**src/design/fmbq_pkg.sv**
```systemverilog
// ----------------------------------------------------------------------------
// fmbq_pkg
// Shared codes and types for the front/middle/back queue unit: operation
// codes, result status codes and the control state type.
// ----------------------------------------------------------------------------
package fmbq_pkg;

	// Field widths fixed by the transaction format
	localparam int OP_W     = 3;
	localparam int STATUS_W = 2;

	// Operation codes
	localparam logic [OP_W-1:0] OP_PUSH_FRONT  = 3'd0;
	localparam logic [OP_W-1:0] OP_PUSH_MIDDLE = 3'd1;
	localparam logic [OP_W-1:0] OP_PUSH_BACK   = 3'd2;
	localparam logic [OP_W-1:0] OP_POP_FRONT   = 3'd3;
	localparam logic [OP_W-1:0] OP_POP_MIDDLE  = 3'd4;
	localparam logic [OP_W-1:0] OP_POP_BACK    = 3'd5;

	// Result status codes
	localparam logic [STATUS_W-1:0] ST_DONE  = 2'd0;
	localparam logic [STATUS_W-1:0] ST_EMPTY = 2'd1;
	localparam logic [STATUS_W-1:0] ST_FULL  = 2'd2;

	// Control states, one-hot
	typedef enum logic [1:0] {
		CTL_IDLE = 2'b01,
		CTL_EXEC = 2'b10
	} ctl_state_t;

endpackage

```
**src/design/front_middle_back_queue_unit.sv**
```systemverilog
// ----------------------------------------------------------------------------
// front_middle_back_queue_unit
// Bounded queue with push/pop at the front, middle or back. Contents live in
// two ring-buffer halves (front half, back half) held in synchronous RAMs;
// the back half keeps as many entries as the front half or one more.
// ----------------------------------------------------------------------------
//
//  Channel   Dir  Handshake               Payload (low bit up)
//  --------  ---  ----------------------  ----------------------------------------
//  s_axis    in   s_axis_tvalid/tready    operation[3], push_value[VALUE_BITS]
//  m_axis    out  m_axis_tvalid/tready    status[2], pop_value[VALUE_BITS],
//                                         occupancy[clog2(CAPACITY+1)]
//
//  Each operation runs in steps: the accept edge reads the boundary entry of
//  each half (one read port per RAM); the commit edge writes at most one entry
//  per half, updates heads and counts and loads the output register.
//  A result not yet taken holds the second step; no new transaction is taken
//  until the pending one has committed. Reset clears heads, counts and control;
//  the RAMs need no clearing since an unwritten entry is never used.
//
module front_middle_back_queue_unit #(
	parameter int CAPACITY   = 64,
	parameter int VALUE_BITS = 32
) (
	input  logic                 clk,
	input  logic                 arst_n,
	// s_axis_tdata: operation[2:0], push_value, zero pad
	input  logic                 s_axis_tvalid,
	output logic                 s_axis_tready,
	input  logic [((fmbq_pkg::OP_W + VALUE_BITS + 7) / 8) * 8 - 1:0] s_axis_tdata,
	// m_axis_tdata: status[1:0], pop_value, occupancy, zero pad
	output logic                 m_axis_tvalid,
	input  logic                 m_axis_tready,
	output logic [((fmbq_pkg::STATUS_W + VALUE_BITS + $clog2(CAPACITY + 1) + 7) / 8) * 8 - 1:0]
		m_axis_tdata
);
	import fmbq_pkg::*;

	localparam int HALF   = (CAPACITY + 1) / 2;
	localparam int HW     = (HALF > 1) ? $clog2(HALF) : 1;
	localparam int CW     = $clog2(HALF + 1);
	localparam int SW     = CW + 1;
	localparam int OW     = $clog2(CAPACITY + 1);
	localparam int OUT_TW = ((STATUS_W + VALUE_BITS + OW + 7) / 8) * 8;

	localparam logic [HW-1:0] LAST_SLOT = HW'(HALF - 1);
	localparam logic [SW-1:0] HALF_S    = SW'(HALF);
	localparam logic [OW-1:0] CAP_O     = OW'(CAPACITY);

	// ring index arithmetic, one compare-subtract wrap
	function automatic logic [HW-1:0] slot_at(input logic [HW-1:0] h, input logic [CW-1:0] off);
		logic [SW-1:0] s;
		s = SW'(h) + SW'(off);
		if (s >= HALF_S) begin
			s = s - HALF_S;
		end
		return s[HW-1:0];
	endfunction

	function automatic logic [HW-1:0] slot_inc(input logic [HW-1:0] h);
		return (h == LAST_SLOT) ? '0 : h + HW'(1);
	endfunction

	function automatic logic [HW-1:0] slot_dec(input logic [HW-1:0] h);
		return (h == '0) ? LAST_SLOT : h - HW'(1);
	endfunction

	// control and queue state
	ctl_state_t             state_q;
	logic [HW-1:0]          fh_q, bh_q;
	logic [CW-1:0]          fc_q, bc_q;

	// stage 1 captures
	logic [OP_W-1:0]        op_s1;
	logic [VALUE_BITS-1:0]  val_s1;
	logic [VALUE_BITS-1:0]  rd_f_s1, rd_b_s1;

	// output register
	logic                   out_valid_q;
	logic [STATUS_W-1:0]    status_q;
	logic [VALUE_BITS-1:0]  pop_q;
	logic [OW-1:0]          occ_q;

	// RAMs
	logic [VALUE_BITS-1:0]  mem_f [HALF];
	logic [VALUE_BITS-1:0]  mem_b [HALF];

	logic                   in_fire, commit;
	logic [OP_W-1:0]        in_op;
	logic [HW-1:0]          raddr_f, raddr_b;

	logic                   we_f, we_b;
	logic [HW-1:0]          waddr_f, waddr_b;
	logic [VALUE_BITS-1:0]  wdata_f, wdata_b;
	logic [HW-1:0]          nfh, nbh;
	logic [CW-1:0]          nfc, nbc;
	logic [STATUS_W-1:0]    res_status;
	logic [VALUE_BITS-1:0]  res_value;
	logic [OW-1:0]          total;
	logic                   f_lt_b, full, empty;

	assign s_axis_tready = (state_q == CTL_IDLE);
	assign in_fire       = s_axis_tvalid && s_axis_tready;
	assign in_op         = s_axis_tdata[OP_W-1:0];
	assign commit        = (state_q == CTL_EXEC) && (!out_valid_q || m_axis_tready);

	// read addresses: boundary entries chosen by the incoming operation
	always_comb begin
		if (in_op == OP_POP_FRONT || fc_q == '0) begin
			raddr_f = fh_q;
		end else begin
			raddr_f = slot_at(fh_q, fc_q - CW'(1));
		end
		if (in_op == OP_POP_BACK && bc_q != '0) begin
			raddr_b = slot_at(bh_q, bc_q - CW'(1));
		end else begin
			raddr_b = bh_q;
		end
	end

	// front half RAM
	always_ff @(posedge clk) begin
		if (we_f) begin
			mem_f[waddr_f] <= wdata_f;
		end
		if (in_fire) begin
			rd_f_s1 <= mem_f[raddr_f];
		end
	end

	// back half RAM
	always_ff @(posedge clk) begin
		if (we_b) begin
			mem_b[waddr_b] <= wdata_b;
		end
		if (in_fire) begin
			rd_b_s1 <= mem_b[raddr_b];
		end
	end

	// operation capture
	always_ff @(posedge clk) begin
		if (in_fire) begin
			op_s1  <= in_op;
			val_s1 <= s_axis_tdata[OP_W +: VALUE_BITS];
		end
	end

	// execute: writes, head/count update, result
	always_comb begin
		total      = OW'(fc_q) + OW'(bc_q);
		f_lt_b     = fc_q < bc_q;
		full       = total >= CAP_O;
		empty      = total == '0;
		we_f       = 1'b0;
		we_b       = 1'b0;
		waddr_f    = fh_q;
		waddr_b    = bh_q;
		wdata_f    = val_s1;
		wdata_b    = val_s1;
		nfh        = fh_q;
		nbh        = bh_q;
		nfc        = fc_q;
		nbc        = bc_q;
		res_status = ST_DONE;
		res_value  = '0;
		case (op_s1)
			OP_PUSH_FRONT: begin
				if (full) begin
					res_status = ST_FULL;
				end else if (empty) begin
					we_b    = 1'b1;
					waddr_b = slot_dec(bh_q);
					nbh     = slot_dec(bh_q);
					nbc     = bc_q + CW'(1);
				end else if (f_lt_b) begin
					we_f    = 1'b1;
					waddr_f = slot_dec(fh_q);
					nfh     = slot_dec(fh_q);
					nfc     = fc_q + CW'(1);
				end else begin
					// last of front half crosses to the back half
					we_b    = 1'b1;
					waddr_b = slot_dec(bh_q);
					wdata_b = rd_f_s1;
					nbh     = slot_dec(bh_q);
					nbc     = bc_q + CW'(1);
					we_f    = 1'b1;
					waddr_f = slot_dec(fh_q);
					nfh     = slot_dec(fh_q);
				end
			end
			OP_PUSH_MIDDLE: begin
				if (full) begin
					res_status = ST_FULL;
				end else if (f_lt_b) begin
					we_f    = 1'b1;
					waddr_f = slot_at(fh_q, fc_q);
					nfc     = fc_q + CW'(1);
				end else begin
					we_b    = 1'b1;
					waddr_b = slot_dec(bh_q);
					nbh     = slot_dec(bh_q);
					nbc     = bc_q + CW'(1);
				end
			end
			OP_PUSH_BACK: begin
				if (full) begin
					res_status = ST_FULL;
				end else if (f_lt_b) begin
					// first of back half crosses to the front half
					we_f    = 1'b1;
					waddr_f = slot_at(fh_q, fc_q);
					wdata_f = rd_b_s1;
					nfc     = fc_q + CW'(1);
					nbh     = slot_inc(bh_q);
					we_b    = 1'b1;
					waddr_b = slot_at(bh_q, bc_q);
				end else begin
					we_b    = 1'b1;
					waddr_b = slot_at(bh_q, bc_q);
					nbc     = bc_q + CW'(1);
				end
			end
			OP_POP_FRONT: begin
				if (empty) begin
					res_status = ST_EMPTY;
					res_value  = '1;
				end else if (fc_q == '0) begin
					res_value = rd_b_s1;
					nbh       = slot_inc(bh_q);
					nbc       = bc_q - CW'(1);
				end else begin
					res_value = rd_f_s1;
					nfh       = slot_inc(fh_q);
					if (f_lt_b) begin
						we_f    = 1'b1;
						waddr_f = slot_at(fh_q, fc_q);
						wdata_f = rd_b_s1;
						nbh     = slot_inc(bh_q);
						nbc     = bc_q - CW'(1);
					end else begin
						nfc = fc_q - CW'(1);
					end
				end
			end
			OP_POP_MIDDLE: begin
				if (empty) begin
					res_status = ST_EMPTY;
					res_value  = '1;
				end else if (f_lt_b) begin
					res_value = rd_b_s1;
					nbh       = slot_inc(bh_q);
					nbc       = bc_q - CW'(1);
				end else begin
					res_value = rd_f_s1;
					nfc       = fc_q - CW'(1);
				end
			end
			OP_POP_BACK: begin
				if (empty) begin
					res_status = ST_EMPTY;
					res_value  = '1;
				end else if (fc_q == bc_q) begin
					// last of front half refills the back half's head
					res_value = rd_b_s1;
					we_b      = 1'b1;
					waddr_b   = slot_dec(bh_q);
					wdata_b   = rd_f_s1;
					nbh       = slot_dec(bh_q);
					nfc       = fc_q - CW'(1);
				end else begin
					res_value = rd_b_s1;
					nbc       = bc_q - CW'(1);
				end
			end
			default: begin
			end
		endcase
		if (!commit) begin
			we_f = 1'b0;
			we_b = 1'b0;
		end
	end

	// control, heads and counts
	always_ff @(posedge clk or negedge arst_n) begin
		if (!arst_n) begin
			state_q <= CTL_IDLE;
			fh_q    <= '0;
			bh_q    <= '0;
			fc_q    <= '0;
			bc_q    <= '0;
		end else begin
			case (state_q)
				CTL_IDLE: begin
					if (in_fire) begin
						state_q <= CTL_EXEC;
					end
				end
				CTL_EXEC: begin
					if (commit) begin
						state_q <= CTL_IDLE;
						fh_q    <= nfh;
						bh_q    <= nbh;
						fc_q    <= nfc;
						bc_q    <= nbc;
					end
				end
				default: begin
					state_q <= CTL_IDLE;
				end
			endcase
		end
	end

	// output valid
	always_ff @(posedge clk or negedge arst_n) begin
		if (!arst_n) begin
			out_valid_q <= 1'b0;
		end else if (commit) begin
			out_valid_q <= 1'b1;
		end else if (m_axis_tready) begin
			out_valid_q <= 1'b0;
		end
	end

	// output payload
	always_ff @(posedge clk) begin
		if (commit) begin
			status_q <= res_status;
			pop_q    <= res_value;
			occ_q    <= OW'(nfc) + OW'(nbc);
		end
	end

	assign m_axis_tvalid = out_valid_q;
	assign m_axis_tdata  = OUT_TW'({occ_q, pop_q, status_q});

endmodule
```
**config.mk**
```make
export PLATFORM = sky130hd
export DESIGN_NAME = front_middle_back_queue_unit
export DESIGN_NICKNAME = d
export VERILOG_FILES = /design/src/design/fmbq_pkg.sv /design/src/design/front_middle_back_queue_unit.sv
export SDC_FILE = /design/constraint.sdc
export NUM_CORES = 2
export LEC_CHECK = 0
export BUFFER_PORTS_ARGS = -buffer_cell sky130_fd_sc_hd__buf_4
export CAP_MARGIN = 10
export CORE_ASPECT_RATIO = 0.9
export CORE_MARGIN = 2
export CORE_UTILIZATION = 45
export CTS_BUF_LIST = sky130_fd_sc_hd__clkbuf_2 sky130_fd_sc_hd__clkbuf_4 sky130_fd_sc_hd__clkbuf_8
export DETAILED_ROUTE_END_ITERATION = 10
export GPL_ROUTABILITY_DRIVEN = 0
export PLACE_DENSITY = 0.61
export SYNTH_ARGS = -nofsm -noshare
export SYNTH_HDL_FRONTEND = slang
export SYNTH_SLANG_ARGS = --single-unit
```
**constraint.sdc**
```tcl
create_clock -name clk -period 8.62 [get_ports clk]
set_input_delay 0.862 -clock clk [delete_from_list [all_inputs] [get_ports clk]]
set_output_delay 0.862 -clock clk [all_outputs]
set_load 0.02 [all_outputs]
```
==> impl_summary.md <==
Outcome
The run finished with clean final reports.

Floorplan
The initial standard-cell utilization of the core is 45.4%. The core region is 0.196 mm². The die is ~430 µm tall.

The floorplan die area is 0.201 mm². Row generation in the floorplan step produced 154 rows. The number of top-level design ports is 94. The die extent in x is roughly 470 µm.

Flow run
Max-cap violations in this run came to 0.

Layout
Cells with a size suffix above 1 make up a little under a third of the layout. The commonest non-fill, non-tap cell in the layout is sky130_fd_sc_hd__edfxtp_1. In the layout the commonest cells are sky130_fd_sc_hd__edfxtp_1, sky130_fd_sc_hd__mux4_2, sky130_fd_sc_hd__clkbuf_8. For this run, the post-layout net count is 4941. The area growth from synthesis to final layout is 13.1%.

Routing
The via count is between 40000 and 50000. The DRC violation count after routing is 0. Wires add up to 223 mm. The number of nets still failing antenna checks after routing is 0. For this run, the detailed router's first-pass iteration total came to 7. The first routing iteration left 5536 violations.

The wire length per cell after detailed routing is 29.0 µm. The detail-routed via count per cell is 5.95.

Power and ir drop
The worst ir drop on vdd is ~0.33 mV. The areal power density over the cells is roughly 310 mW/mm². Summed over all cells, the static leakage comes to 32.1 nW.

Critical path
The signal on the critical path passes through ha_1, fa_1, nor2b_2, o311ai_0, nand2_1, a21oi_2, a22oi_1, nor3_1, nand3_1, nor2_4. At the worst endpoint, the required time is 9.25 ns. The worst setup path is launched from a register.

The kind of critical path is reg2reg. The largest single stage delay on the critical path is 1.16 ns. On the critical path, the stage with the largest delay is an instance of sky130_fd_sc_hd__nor2_4. The data arrival time of the worst path is 7.71 ns. The critical path capture point type is a register.

The maximum fanout along the worst path is 32.

Clock tree
The number of gates resized after CTS is 0. The clock tree from TritonCTS is built. The number of sinks driven by the clock tree is roughly 2200.

Buffers inserted during clock tree synthesis total 368. The number of setup buffers added after CTS is 0. The later pin in the worst-skew pair is clocked with a latency of approximately 1.1 ns.

The deepest clock path buffer count is 4. After clock tree synthesis, the clock-pin slew on the worst setup and hold paths is 0.08 ns. Hold repair after CTS inserted 37 buffers. CTS built an H-tree with a depth of 5. The root cell of the clock tree is sky130_fd_sc_hd__clkbuf_8.

Global routing
In the global route stage, overall resource usage came out at 22.0%. The number of global-route vias before repair came to around 45000. The first global-routing pass estimated 321 mm of wire. For this run the aggregate overflow at the end of global routing stands at 0.

The largest net degree at the start of global routing is 129. The initial antenna violation count is 10.

STA
The tightest hold path in the finished design has a slack of 0.306 ns. The hold violation total from the final report came to 0. Static timing analysis puts the maximum clock frequency at about 140 MHz. The number of max-slew violations in the final report came to 0. The smallest clock period supported by the final layout is computed as ~7.1 ns.

Between clock sinks in the finished design, the worst skew comes to about 0.073 ns. The worst path meets setup with 1.54 ns of slack. After layout, the worst path uses 82.2% of the clock period. For the pin with the worst max-slew slack, the measured transition is 1.40 ns. Summed over all failing endpoints, the final setup total negative slack is 0 ns. Setup repair after global routing left no endpoint under its margin. Measured against its own limit, the worst slew margin works out to 6.70%. The final setup violation count is 0.

Placed design
The worst slack at placement is 1.89 ns. The half-perimeter wire length after detailed placement is about 130 mm. The total of buffers placed on input and output ports is 81.

Yosys
The leading register cell type out of synthesis is sky130_fd_sc_hd__edfxtp_1. During synthesis, Yosys emitted a total of 0 warnings. The number of synthesized register bits is ~2200. The average instance area after synthesis is 19.8 µm². The cell area after synthesis is approximately 0.089 mm². Of the synthesized area, sequential elements account for between 70% and 80%. After technology mapping, the gate count stands at 4486.

The fraction of registers with async set/reset is 1.13%. In this run, distinct cell masters in the synthesized netlist total 90. The number of enable-type register cells in the synthesized netlist is between 2000 and 2500.

Hold path
The worst min-delay path category is in2reg.
==> path summary, 6_finish.rpt <==
check / startpoint / end / slack, ns / cells past startpoint
worst max-delay path: bc_q[0] / mem_f[6][26] / 1.54 / 10
worst min-delay path: s_axis_tvalid / val_s1[11] / 0.31 / 2
worst max register to register: bc_q[0] / mem_f[6][26] / 1.54 / 10
worst min register to register: state_q[1] / m_axis_tvalid / 0.51 / 2
max in group asynchronous: arst_n / state_q[0] / 7.87 / 2
min in group asynchronous: arst_n / bh_q[0] / 0.40 / 2
==> per-stage QoR <==
stage	total power [mW]	instances	util [%]	instance area [µm²]
6_report	31.5	7678	51.3	100000
2_1_floorplan	19.7	4492	-	88900
3_3_place_gp	22.8	7008	47.5	93100
4_1_cts	31.7	7668	51.2	100000
3_5_place_dp	22.8	7010	47.5	93200
5_1_grt	32.9	7677	51.3	100000
==> flip-flops by register name, indices dropped and copies added (netlist names) <==
signal         cells
mem_f           1024
occ_q              7
status_q           2
val_s1            32
rd_b_s1           32
m_axis_tvalid      1
bc_q               6
op_s1              3
fh_q               5
mem_b           1024
state_q            2
rd_f_s1           32
pop_q             32
bh_q               5
fc_q               6
==> area by class of cell <==
class	count	area, µm²
tap	2574	3220
fill	15517	95500
clock buffer	491	6030
sequential	2213	66300
inverter	33	124
timing repair buffer	237	2060
multi-input combinational	1993	21900
antenna	7	17.5
clock inverter	130	848
==> critical path, delay by kind of cell (launching register included) <==
kind / cells / cell delay, ns
adder cells (fa/ha/maj): 2 / 0.72
flip-flops: 1 / 0.58
AO/OA/AOI/OAI: 3 / 1.51
AND/OR/NAND/NOR: 5 / 3.81
==> cell usage after synthesis (35+ instances only) <==
library cell,instances,area share (%)
sky130_fd_sc_hd__edfxtp_1,2188,74
sky130_fd_sc_hd__mux4_2,512,13
sky130_fd_sc_hd__nand2_1,327,1.4
sky130_fd_sc_hd__mux2_2,198,2.5
sky130_fd_sc_hd__clkbuf_1,139,0.59
sky130_fd_sc_hd__nor2_1,138,0.58
sky130_fd_sc_hd__nand3_1,93,0.52
sky130_fd_sc_hd__a21oi_1,91,0.51
sky130_fd_sc_hd__o21ai_0,81,0.46
sky130_fd_sc_hd__o22ai_1,73,0.51
sky130_fd_sc_hd__buf_2,50,0.28
sky130_fd_sc_hd__and3_1,49,0.34
sky130_fd_sc_hd__ha_1,45,0.63
sky130_fd_sc_hd__mux2i_1,38,0.43
sky130_fd_sc_hd__a32oi_1,35,0.34
==> kinds of logic (layout without fill, tap and decap cells) <==
logic type	count (synthesis)	after routing	synth area share, %
adder cells (fa/ha/maj)	51	51	0.769
buffers and inverters	286	891	1.42
XOR/XNOR	35	35	0.345
AO/OA/AOI/OAI	435	435	3.29
multiplexers	748	748	15.9
other	1	14	0.00422
flip-flops	2213	2213	74.6
AND/OR/NAND/NOR	717	717	3.63
==> per-layer routing <==
layer | global-route usage, % | routed length, µm | vias up
met3 | 4.04 | 15200 | 366
met4 | 6.77 | 6060 | 2
li1 | - | - | 19231
met5 | 0 | 17 | -
met2 | 34.6 | 106000 | 1891
met1 | 31.5 | 95400 | 24225
==> power breakdown <==
group	internal (mW)	total, mW	switching (mW)	leakage (nW)
clock	4.81	8.86	4.05	3.61
sequential	12.6	12.9	0.277	20.0
combinational	4.01	9.80	5.79	8.49
total	21.4	31.5	10.1	32.1
Note: power is estimated with default switching activity, not from simulation.
